==> config.mk <==
export PLATFORM = sky130hd
export DESIGN_NAME = rod_recip
export DESIGN_NICKNAME = d
export VERILOG_FILES = /design/src/hw/rtl/rod_pkg.sv /design/src/hw/rtl/rod_recip.sv
export SDC_FILE = /design/constraint.sdc
export NUM_CORES = 1
export LEC_CHECK = 0
export BUFFER_PORTS_ARGS = -buffer_cell sky130_fd_sc_hd__clkbuf_2
export CORE_MARGIN = 10
export CORE_UTILIZATION = 35
export CTS_CLUSTER_SIZE = 20
export DETAILED_ROUTE_END_ITERATION = 16
export PLACE_DENSITY = 0.54
export SETUP_SLACK_MARGIN = 0.5
export SYNTH_ARGS = -nofsm -noshare
export SYNTH_HDL_FRONTEND = slang
export SYNTH_SLANG_ARGS = --single-unit
==> constraint.sdc <==
create_clock -name clk -period 2.1 [get_ports clk]
set_clock_uncertainty 0.1 [all_clocks]
set_input_delay 0.42 -clock clk [delete_from_list [all_inputs] [get_ports clk]]
set_output_delay 0.42 -clock clk [all_outputs]
set_load 0.01 [all_outputs]
==> src/hw/rtl/rod_pkg.sv <==
// ----------------------------------------------------------------------------
// rod_pkg: shared definitions of the rgb ordered dither
// Widths, the 8x8 threshold matrix, level count clamping and the types that
// pass between the top level, the reciprocal unit and the channel lanes.
// ----------------------------------------------------------------------------
package rod_pkg;

    localparam int CH_W       = 8;
    localparam int LVL_W      = 9;
    localparam int DIV_W      = 8;
    localparam int THR_W      = 6;
    localparam int PHASE_W    = 3;
    localparam int ROW_W      = 3;
    localparam int COL_W      = 4;
    localparam int PROD_SHIFT = 24;
    localparam int RECIP_W    = PROD_SHIFT + 1;
    localparam int STEP_CNT_W = 5;
    localparam int DIV_STEPS  = RECIP_W;

    localparam int DIV_RESET = 5;
    localparam logic [LVL_W-1:0] LEVELS_RESET = LVL_W'(DIV_RESET + 1);
    // ceil(2^24 / spacing divisor) for the reset level count
    localparam logic [RECIP_W-1:0] RECIP_RESET =
        RECIP_W'(((2 ** PROD_SHIFT) + DIV_RESET - 1) / DIV_RESET);

    localparam logic [THR_W-1:0] THRESH [0:7][0:7] = '{
        '{6'd0,  6'd24, 6'd36, 6'd60, 6'd2,  6'd26, 6'd38, 6'd62},
        '{6'd44, 6'd52, 6'd8,  6'd16, 6'd46, 6'd54, 6'd10, 6'd18},
        '{6'd28, 6'd4,  6'd56, 6'd32, 6'd30, 6'd6,  6'd58, 6'd34},
        '{6'd48, 6'd40, 6'd20, 6'd12, 6'd50, 6'd42, 6'd22, 6'd14},
        '{6'd3,  6'd27, 6'd39, 6'd63, 6'd1,  6'd25, 6'd37, 6'd61},
        '{6'd47, 6'd55, 6'd11, 6'd19, 6'd45, 6'd53, 6'd9,  6'd17},
        '{6'd31, 6'd7,  6'd59, 6'd35, 6'd29, 6'd5,  6'd57, 6'd33},
        '{6'd51, 6'd43, 6'd23, 6'd15, 6'd49, 6'd41, 6'd21, 6'd13}
    };

    typedef struct packed {
        logic [DIV_W-1:0]   div;
        logic [RECIP_W-1:0] recip;
    } lane_cfg_t;

    typedef struct packed {
        logic               busy;
        logic [RECIP_W-1:0] recip;
    } recip_stat_t;

    // number of level steps, n-1, with n clamped to 2..256
    function automatic logic [DIV_W-1:0] eff_div(input logic [LVL_W-1:0] n);
        logic [DIV_W-1:0] d;
        if (n < LVL_W'(2))
        begin
            d = DIV_W'(1);
        end
        else if (n > LVL_W'(256))
        begin
            d = DIV_W'(255);
        end
        else
        begin
            d = DIV_W'(n - LVL_W'(1));
        end
        return d;
    endfunction

endpackage

==> src/hw/rtl/rod_recip.sv <==
// ----------------------------------------------------------------------------
// rod_recip: reciprocal of the level spacing divisor
// Restoring divider, one quotient bit per cycle, giving ceil(2^24 / d) after
// each level count write. Holds busy while it runs.
// ----------------------------------------------------------------------------
module rod_recip (
    input  logic                       clk,
    input  logic                       rst_n,
    input  logic                       start,
    input  logic [rod_pkg::DIV_W-1:0]  div,
    output rod_pkg::recip_stat_t       stat
);

    logic                            busy_reg, busy_next;
    logic [rod_pkg::STEP_CNT_W-1:0]  cnt_reg, cnt_next;
    logic [rod_pkg::RECIP_W-1:0]     recip_reg, recip_next;
    logic [rod_pkg::RECIP_W-1:0]     nq_reg, nq_next;
    logic [rod_pkg::DIV_W-1:0]       rem_reg, rem_next;
    logic [rod_pkg::DIV_W-1:0]       div_reg, div_next;
    logic [rod_pkg::DIV_W:0]         rem_sh;
    logic                            ge;

    always_comb
    begin
        busy_next  = busy_reg;
        cnt_next   = cnt_reg;
        recip_next = recip_reg;
        nq_next    = nq_reg;
        rem_next   = rem_reg;
        div_next   = div_reg;
        rem_sh     = {rem_reg, nq_reg[rod_pkg::RECIP_W-1]};
        ge         = rem_sh >= {1'b0, div_reg};
        if (start)
        begin
            // dividend 2^24 + d - 1 gives the rounded-up quotient
            busy_next = 1'b1;
            cnt_next  = '0;
            rem_next  = '0;
            div_next  = div;
            nq_next   = {1'b1, (rod_pkg::RECIP_W-1)'(div - rod_pkg::DIV_W'(1))};
        end
        else if (busy_reg)
        begin
            rem_next = ge ? rod_pkg::DIV_W'(rem_sh - {1'b0, div_reg})
                          : rod_pkg::DIV_W'(rem_sh);
            nq_next  = {nq_reg[rod_pkg::RECIP_W-2:0], ge};
            cnt_next = cnt_reg + rod_pkg::STEP_CNT_W'(1);
            if (cnt_reg == rod_pkg::STEP_CNT_W'(rod_pkg::DIV_STEPS - 1))
            begin
                busy_next  = 1'b0;
                recip_next = {nq_reg[rod_pkg::RECIP_W-2:0], ge};
            end
        end
    end

    always_ff @(posedge clk or negedge rst_n)
    begin
        if (!rst_n)
        begin
            busy_reg  <= 1'b0;
            cnt_reg   <= '0;
            recip_reg <= rod_pkg::RECIP_RESET;
        end
        else
        begin
            busy_reg  <= busy_next;
            cnt_reg   <= cnt_next;
            recip_reg <= recip_next;
        end
    end

    always_ff @(posedge clk)
    begin
        nq_reg  <= nq_next;
        rem_reg <= rem_next;
        div_reg <= div_next;
    end

    assign stat.busy  = busy_reg;
    assign stat.recip = recip_reg;

endmodule

==> results.md <==
* Slew @ Worst Pin at 0.485 ns
* Core Rows at 35
* Filler Cell Count at 836
* #FFs+latches synth at 72
* First-pass GRT wire length at 13400 um
* CTS Sinks at 72
* Total CTS buffers at 9
* Power, Total at 3660 uW
* Crit end category: flop
* IO Port Bufs at 36
* Final Hold Fails at 0
* Arr. time, crit path at 2.19 ns
* Highest clock rate at 495 MHz
* Relative slew slack at 0.673
* Most common cell in the netlist: inv_1
* CTS tree: done
* Worst path max stage delay at 0.49 ns
* Area contributors post-synth: edfxtp_1 28%, dfrtp_1 15%, dfstp_2 8.6%, mux2_2 8.0%, dfxtp_1 5.3%
* Number of synthesized flops with an enable pin at 32
* Routed Antenna Nets at 0
* Maxcap violations at 0
* Fin area at 0.00467 sq mm
* H-tree depth at 3
* Nets at 389
* Fraction of registers with async set/reset at 0.431
* Final setup violation count at 0
* Crit-path slowest cell: or4_4
* Syn_area_per_cell at 11.5 sq um
* HP Class: in2reg
* Synth unique cells at 50
* Detail Route met2 WL at 3790 um
* Post-synth top flop: edfxtp_1
* Min Tclk post-route at 2.02 ns
* Avg WL per Cell at 15.7 um
* Placed cell areas at 0.00401 sq mm
* Initial antenna violation count at 0
* Ys Warns at 0
* DRC Markers at 0
* Commonest cells in the netlist: 33 x inv_1, 32 x edfxtp_1, 26 x nor2_1, 24 x mux2_2, 21 x o21ai_0
* Sequential element share of the synthesized area at 0.571
* Largest area contributor in the netlist: edfxtp_1
* Largest net degree at the start of global routing at 32
* Share of layout cells above drive strength 1 at 0.480
* PwrDens at 784 mW/mm^2
* Fin crit share at 0.962
* Cell Area, Synth at 0.00338 sq mm
* Synthesized instance count at 295
* CP startpoint kind: flop
* Chip width at 118 um
* Post-synth top area share at 0.284
* Placer Congestion at 0.858
* Top layer in use: met4
* Met3 routed WL at 295 um
* Kind of critical path: reg2reg
* WP data required at 2.27 ns
* Final count of pins violating max slew at 0
* Synthesized Nets at 318
* ANT cells at 0
* Total GRT Usage at 0.116
* CTS Buffer Depth at 2
* Metal-1 WL at 3620 um
* HPWL Detailed at 5250 um
* Die ar. at 0.0140 sq mm
* Initial core utilization at 0.362
* Status: completed
* Chip Height at 118 um
* Setup repair after global routing missed its margin: true
* Post-Route WL at 7830 um
* Hold_ws at 0.190 ns
* Vias in the first global route at 2587
* Leakage at 0.00196 uW
* Via count at 2408
* Crit path cell chain: inv_2, ha_4, nand2_1, o21ai_2, a311o_2, or4_4, o221ai_2
* Initial DRC count at 113
* Clk Latency, worst-skew pair at 0.35 ns
* Vias per cell at 4.82
* Core area at 0.00933 sq mm
* Grt total ovfl at 0
* IO Count at 37
* Register area at 0.00194 sq mm
* Maximum VDD drop at 0.345 mV
* Worst-path fanout max at 6
* Reg clk slew, reported paths at 0.08 ns
* CTS root buffer: clkbuf_8
* Synthesis-to-layout area growth at 38.2%
* TritonRoute pass-1 iters at 4
* Area of the multi-input gates at 0.00166 sq mm
worst paths after layout:
check                           start       endpoint  slack [ns]  cells past startpoint
setup reg to reg           div_reg[1]     rem_reg[1]        0.08                      7
hold reg to reg            nq_reg[24]     nq_reg[24]        0.40                      2
max in group asynchronous       rst_n   recip_reg[5]        1.04                      3
setup / recovery           div_reg[1]     rem_reg[1]        0.08                      7
hold / removal                 div[3]     div_reg[3]        0.19                      1
min in group asynchronous       rst_n  recip_reg[10]        0.52                      3
cell families after synthesis:
kind of cell,after synthesis,synth area share
xor+xnor,14,0.0363
buf+inv,44,0.0529
compound gates,58,0.109
simple gates,70,0.101
flops,72,0.571
fa+ha+maj,12,0.0466
mux,25,0.0829
worst max-delay path, delay by kind of cell, from the launching register on:
family,cells,cell delay (ns)
fa+ha+maj,1,0.20
flops,1,0.43
compound gates,3,0.55
buf+inv,1,0.10
simple gates,2,0.56
area by class of cell:
class | count | share of cell area
clock buffers | 9 | 0.0265
clock inverters | 7 | 0.0220
inverters | 33 | 0.0308
multi-input cells | 180 | 0.355
flip-flops and latches | 72 | 0.414
well taps | 129 | 0.0345
repair buffers | 70 | 0.117
routing by layer:
layer	GRT usage	up-vias
met5	0	-
met4	0.0402	0
met3	0.0352	10
met2	0.185	44
met1	0.146	1162
li1	-	1192
report_power, final:
group | switching, uW | internal, uW
sequential | 69.3 | 1560
combinational | 413 | 373
clock | 568 | 683
repair_timing:
item,in CTS,in global routing
pin swaps,11,6
hold endpoints to repair,19,0
setup buffers,21,2
hold buffers,1,0
endpoints found under the setup margin,61,53
cloned,2,0
resized for setup,38,21
cells in the final DEF (no fill, tap or decap), types with 3 or more instances in the layout:
cell type,synthesis,layout
a21oi_1,12,8
a311oi_1,3,3
buf_4,3,21
buf_6,0,6
buf_8,0,5
clkbuf_2,0,34
clkbuf_8,0,9
dfrtp_1,20,19
dfstp_2,11,11
dfxtp_1,9,6
dfxtp_2,0,3
edfxtp_1,32,32
ha_4,0,7
inv_1,33,23
inv_2,0,7
mux2_4,0,24
nand2_1,15,11
nand2_4,0,4
nand2b_1,4,3
nand3_1,4,4
nor2_1,26,24
nor2_4,0,3
o21ai_0,21,4
o21ai_1,1,11
o21ai_2,0,7
o31ai_1,3,3
or4_4,0,3
xnor2_1,8,8
xor2_1,6,6
through the flow:
stage	utilization	setup TNS, ns	setup WS, ns	cells
floorplan	-	0	0.155	295
global placement	0.430	0	0.0745	458
detailed placement	0.430	0	0.0156	458
CTS	0.492	0	0.0829	498
global route	0.501	-0.00645	-0.00645	500
finish	0.501	0	0.0803	500
No activity file was read; power rests on OpenSTA's default activity.
