**config.mk**
```make
export PLATFORM = sky130hd
export DESIGN_NAME = rod_lane
export DESIGN_NICKNAME = d
export VERILOG_FILES = /design/src/hw/rtl/rod_pkg.sv /design/src/hw/rtl/rod_lane.sv
export SDC_FILE = /design/constraint.sdc
export NUM_CORES = 2
export LEC_CHECK = 0
export BUFFER_PORTS_ARGS = -buffer_cell sky130_fd_sc_hd__buf_2
export CAP_MARGIN = 40
export CORE_AREA = 4 4 237 239
export CTS_BUF_LIST = sky130_fd_sc_hd__clkbuf_4
export CTS_CLUSTER_DIAMETER = 120
export DETAILED_ROUTE_END_ITERATION = 8
export DIE_AREA = 0 0 241 243
export HOLD_SLACK_MARGIN = 0.06
export PLACE_DENSITY = 0.73
export SYNTH_ARGS = -nofsm -noshare
export SYNTH_HDL_FRONTEND = slang
export SYNTH_SLANG_ARGS = --single-unit
```
**constraint.sdc**
```tcl
create_clock -name clk -period 8.3 [get_ports clk]
set_clock_uncertainty 0.05 [all_clocks]
set_input_delay 1.66 -clock clk [delete_from_list [all_inputs] [get_ports clk]]
set_output_delay 1.66 -clock clk [all_outputs]
set_load 0.02 [all_outputs]
```
**src/hw/rtl/rod_pkg.sv**
```systemverilog
// ----------------------------------------------------------------------------
// rod_pkg: shared definitions of the rgb ordered dither
// Widths, the 8x8 threshold matrix, level count clamping and the types that
// pass between the top level, the reciprocal unit and the channel lanes.
// ----------------------------------------------------------------------------
package rod_pkg;

    localparam int CH_W       = 8;
    localparam int LVL_W      = 9;
    localparam int DIV_W      = 8;
    localparam int THR_W      = 6;
    localparam int PHASE_W    = 3;
    localparam int ROW_W      = 3;
    localparam int COL_W      = 4;
    localparam int PROD_SHIFT = 24;
    localparam int RECIP_W    = PROD_SHIFT + 1;
    localparam int STEP_CNT_W = 5;
    localparam int DIV_STEPS  = RECIP_W;

    localparam int DIV_RESET = 5;
    localparam logic [LVL_W-1:0] LEVELS_RESET = LVL_W'(DIV_RESET + 1);
    // ceil(2^24 / spacing divisor) for the reset level count
    localparam logic [RECIP_W-1:0] RECIP_RESET =
        RECIP_W'(((2 ** PROD_SHIFT) + DIV_RESET - 1) / DIV_RESET);

    localparam logic [THR_W-1:0] THRESH [0:7][0:7] = '{
        '{6'd0,  6'd24, 6'd36, 6'd60, 6'd2,  6'd26, 6'd38, 6'd62},
        '{6'd44, 6'd52, 6'd8,  6'd16, 6'd46, 6'd54, 6'd10, 6'd18},
        '{6'd28, 6'd4,  6'd56, 6'd32, 6'd30, 6'd6,  6'd58, 6'd34},
        '{6'd48, 6'd40, 6'd20, 6'd12, 6'd50, 6'd42, 6'd22, 6'd14},
        '{6'd3,  6'd27, 6'd39, 6'd63, 6'd1,  6'd25, 6'd37, 6'd61},
        '{6'd47, 6'd55, 6'd11, 6'd19, 6'd45, 6'd53, 6'd9,  6'd17},
        '{6'd31, 6'd7,  6'd59, 6'd35, 6'd29, 6'd5,  6'd57, 6'd33},
        '{6'd51, 6'd43, 6'd23, 6'd15, 6'd49, 6'd41, 6'd21, 6'd13}
    };

    typedef struct packed {
        logic [DIV_W-1:0]   div;
        logic [RECIP_W-1:0] recip;
    } lane_cfg_t;

    typedef struct packed {
        logic               busy;
        logic [RECIP_W-1:0] recip;
    } recip_stat_t;

    // number of level steps, n-1, with n clamped to 2..256
    function automatic logic [DIV_W-1:0] eff_div(input logic [LVL_W-1:0] n);
        logic [DIV_W-1:0] d;
        if (n < LVL_W'(2))
        begin
            d = DIV_W'(1);
        end
        else if (n > LVL_W'(256))
        begin
            d = DIV_W'(255);
        end
        else
        begin
            d = DIV_W'(n - LVL_W'(1));
        end
        return d;
    endfunction

endpackage

```
**src/hw/rtl/rod_lane.sv**
```systemverilog
// ----------------------------------------------------------------------------
// rod_lane: one colour channel of the ordered dither
// Finds the level interval of the channel value, its bounds through the
// spacing reciprocal, and picks the upper or lower level against the
// threshold. Three register stages, then the decision.
// ----------------------------------------------------------------------------
module rod_lane (
    input  logic                       clk,
    input  logic                       en,
    input  rod_pkg::lane_cfg_t         cfg,
    input  logic [rod_pkg::CH_W-1:0]   chan,
    input  logic [rod_pkg::THR_W-1:0]  thr,
    output logic [rod_pkg::CH_W-1:0]   level
);

    // stage a: p = (c+1)*d - 1
    logic [16:0]                 p_full;
    logic [15:0]                 p_a_reg, p_a_next;
    logic [rod_pkg::CH_W-1:0]    c_a_reg;
    logic [rod_pkg::THR_W-1:0]   t_a_reg;
    logic                        sat_a_reg, sat_a_next;

    // stage b: interval index k = p / 255, bounds scaled by 255
    logic [15:0]                 sum_b;
    logic [7:0]                  k_b;
    logic [15:0]                 y0_reg, y0_next;
    logic [15:0]                 y1_reg, y1_next;
    logic [rod_pkg::CH_W-1:0]    c_b_reg;
    logic [rod_pkg::THR_W-1:0]   t_b_reg;
    logic                        sat_b_reg;

    // stage c: lo and hi levels
    logic [31:0]                 lo_prod, hi_prod;
    logic [rod_pkg::CH_W-1:0]    lo_reg, lo_next;
    logic [rod_pkg::CH_W-1:0]    hi_reg, hi_next;
    logic [rod_pkg::CH_W-1:0]    c_c_reg;
    logic [rod_pkg::THR_W-1:0]   t_c_reg;
    logic                        sat_c_reg;

    // decision
    logic [rod_pkg::CH_W-1:0]    span, diff;
    logic [14:0]                 lhs, rhs;
    logic                        pick_hi;

    always_comb
    begin
        p_full     = 17'({1'b0, chan} + 9'd1) * 17'(cfg.div) - 17'd1;
        p_a_next   = p_full[15:0];
        sat_a_next = chan == {rod_pkg::CH_W{1'b1}};

        // exact floor(p / 255) for p up to 65279, the largest p that stage a gives
        sum_b   = p_a_reg + 16'(p_a_reg[15:8]) + 16'd1;
        k_b     = sum_b[15:8];
        y0_next = {k_b, 8'h00} - 16'(k_b);
        y1_next = y0_next + 16'd255;

        lo_prod = 32'(y0_reg) * 32'(cfg.recip);
        hi_prod = 32'(y1_reg) * 32'(cfg.recip);
        lo_next = lo_prod[rod_pkg::PROD_SHIFT +: rod_pkg::CH_W];
        hi_next = hi_prod[rod_pkg::PROD_SHIFT +: rod_pkg::CH_W];

        // extra > t  <=>  64*(c-lo) >= (t+1)*(hi-lo)
        span    = hi_reg - lo_reg;
        diff    = c_c_reg - lo_reg;
        lhs     = {1'b0, diff, 6'b0};
        rhs     = 15'({1'b0, t_c_reg} + 7'd1) * 15'(span);
        pick_hi = lhs >= rhs;
        level   = sat_c_reg ? {rod_pkg::CH_W{1'b1}} : (pick_hi ? hi_reg : lo_reg);
    end

    always_ff @(posedge clk)
    begin
        if (en)
        begin
            p_a_reg   <= p_a_next;
            c_a_reg   <= chan;
            t_a_reg   <= thr;
            sat_a_reg <= sat_a_next;

            y0_reg    <= y0_next;
            y1_reg    <= y1_next;
            c_b_reg   <= c_a_reg;
            t_b_reg   <= t_a_reg;
            sat_b_reg <= sat_a_reg;

            lo_reg    <= lo_next;
            hi_reg    <= hi_next;
            c_c_reg   <= c_b_reg;
            t_c_reg   <= t_b_reg;
            sat_c_reg <= sat_b_reg;
        end
    end

endmodule

```
==> impl_metrics.csv <==
group,metric,value,unit
run_status,outcome,"finished with violations",
run_status,violations,"setup timing",
clocking,h-tree-depth,3,
worst_setup_path,crit_path_frequent_cell,"fa_1",
synth,synthCells,3142,
synth,mappedNetlistArea,29400,sq um
die,die_h,243,um
die,die-area,58600,sq um
detailed_routing,drc,0,
placement,gp_congestion,0.881,
placement,hpwlAfterDp,57.9,mm
layout,stdcell_count,3893,
worst_setup_path,crit_required,6590,ps
clocking,cts-root-buf,"clkbuf_4",
synth,synth_compound_gate_area_share,0.0368,
placement,place_ws,-319,ps
die,core,53800,sq um
worst_setup_path,cp_num_buf_inv,3,
worst_setup_path,cp_max_fo,5,
layout,fillers,4584,
sta,fmax,113,MHz
clocking,clkTransAtPathRegs,190,ps
detailed_routing,wirelength,72.4,mm
die,fp.dieW,241,um
die,start_util,0.547,
sta,slew_viol_final,0,
sta,setup_slack,-586,ps
synth,synth-simple-area-share,0.160,
synth,synth.distinct_cells,66,
worst_setup_path,arrival,7180,ps
clocking,cts_tree,"done",
synth,synth_top_family_by_area,"adder cells",
grt,grt_pass1_vias,24100,
worst_setup_path,crit_type,"reg -> out",
grt,antenna_found_initial,1,
sta,rsz0062_at_grt,"yes",
detailed_routing,via_per_inst,5.51,
grt,grtUsageTotal,0.260,
detailed_routing,dr.first_iter.drc_count,1445,
grt,grt_pass1_wl,123,mm
clocking,cts_made_buffers,9,
synth,yosys.area_share.adder,0.545,
synth,synthMuxAreaShare,0.00306,
placement,numPortBuffers,56,
grt,grt_start_max_net_pins,64,
job,cap_violations,0,
detailed_routing,top_layer,"met4",
sta,fin_crit_sh,1.07,
detailed_routing,firstDrtPassIters,5,
synth,synth_edf_count,109,
synth,synth_xor_area_frac,0.0379,
layout,final_nets,4134,
worst_setup_path,r2r_slack,1430,ps
synth,ys_seq_area_frac,0.111,
die,io-pin-count,57,
synth,synthFlopType,"edfxtp_1",
worst_setup_path,slowest_delay,640,ps
worst_setup_path,path_delay_family,"adder cells",
sta,worst-slew-pin-transition,968,ps
die,rows,85,
detailed_routing,ant_nets,0,
synth,ys_async_sr_fraction,0,
layout,drive_above_1_share,0.0835,
clocking,clockBufferDepth,2,
clocking,clock_latency,500,ps
detailed_routing,wl_met2,35.7,mm
synth,ys_ff_latch,109,
sta,hold_violations,0,
clocking,cts.sinks,109,
placement,dp.cells,3859,
detailed_routing,routedLengthMet1,28.7,mm
worst_setup_path,end_kind,"output pin",
layout,syn2layout_area_growth,7.55,%
detailed_routing,dr_wl_met3,5.67,mm
sta,setup_viol,8,
sta,slew_headroom,0.355,
detailed_routing,num_vias,21400,
grt,overflow,0,
worst_setup_path,start_kind,"flop",
synth,syn_nets,4085,
synth,ys_warn_count,0,
worst_setup_path,cpMaxStageDelayCell,"or4b_4",
synth,avgSynthCellArea,9.37,sq um
worst_hold_path,hp-class,"reg -> reg",
detailed_routing,wl_per_cell,18.6,um
sta,finalCriticalPeriod,8890,ps
synth_stat cells, types with 11 or more instances:
cell	n	area, sq um
a21o_1	16	120
a21oi_1	51	255
and2_1	257	1610
clkbuf_1	146	548
edfxtp_1	109	3270
fa_1	648	13000
ha_1	246	3080
inv_1	679	2550
nand2_1	568	2130
nand2b_1	11	68.8
nand3_1	26	130
nor2_1	84	315
nor2b_1	11	68.8
nor3_1	14	70.1
o21ai_0	24	120
or2_2	12	75.1
xnor2_1	72	631
xor2_1	51	447
area by class of cell:
cell class / count / area (sq um) / share of cell area
diodes: 1 / 2.50 / 0.0000790
multi-input cells: 2206 / 23300 / 0.737
clock buffers: 9 / 67.6 / 0.00213
inverters: 679 / 2550 / 0.0805
well taps: 696 / 871 / 0.0275
repair buffers: 186 / 1490 / 0.0471
flip-flops and latches: 109 / 3270 / 0.103
clock inverters: 7 / 86.3 / 0.00273
metrics by stage:
| step | hold slack, ps | cell area (sq um) | util | TNS [ps] |
|---|---|---|---|---|
| detailed placement | 355 | 31100 | 0.578 | -2230 |
| global placement | 351 | 30900 | 0.574 | -1320 |
| floorplan | 350 | 29500 | - | 0 |
| global route | 396 | 31700 | 0.589 | -7290 |
| CTS | 385 | 31500 | 0.585 | -4920 |
| finish | 389 | 31700 | 0.589 | -4320 |
worst paths after layout:
kind	startpoint	cells after the start	end
worst max-delay path	hi_reg[0]	28	level[1]
worst min-delay path	t_a_reg[2]	0	t_b_reg[2]
worst max register to register	y0_reg[3]	22	lo_reg[7]
worst min register to register	t_a_reg[2]	0	t_b_reg[2]
metal layers:
| layer | track usage | vias up |
|---|---|---|
| li1 | - | 9421 |
| met1 | 0.348 | 11000 |
| met2 | 0.436 | 841 |
| met3 | 0.0450 | 176 |
| met4 | 0.0802 | 0 |
| met5 | 0 | - |
layout by cell type, fill, tap and decap left out, drive strengths merged, types with 52 or more instances in the layout:
| master | count |
|---|---|
| inv | 683 |
| and2 | 257 |
| xor2 | 52 |
| a21oi | 52 |
| fa | 648 |
| buf | 186 |
| ha | 246 |
| nand2 | 568 |
| nor2 | 84 |
| xnor2 | 72 |
| edfxtp | 109 |
kinds of logic (layout without fill, tap and decap cells):
logic type                 after synthesis  in the layout
AOI/OAI and AO/OA                      159            159
adders and majority gates              894            894
DFF                                    109            109
and+or+nand+nor                       1018           1019
xor gates and xnor gates               125            125
buffers and inverters                  828            881
muxes                                    9              9
other                                    0              1
worst reg2reg max path: cells and delay by family (launching register included):
kind	cells	cell delay [ps]
AOI/OAI and AO/OA	4	570
xor gates and xnor gates	1	120
and+or+nand+nor	5	890
buffers and inverters	5	700
adders and majority gates	7	3320
DFF	1	1000
what timing repair did:
| item | 4_1_cts | 5_1_grt |
|---|---|---|
| hold buffers | 0 | 0 |
| pin swaps | 21 | 27 |
| buffers inserted | 10 | 7 |
| resized for setup | 35 | 28 |
| gates cloned | 1 | 0 |
| endpoints found under the setup margin | 8 | 8 |
Power is left out: the tool's default activity adds up to more than one toggle a clock period on the data nets, which glitch-free logic cannot reach.
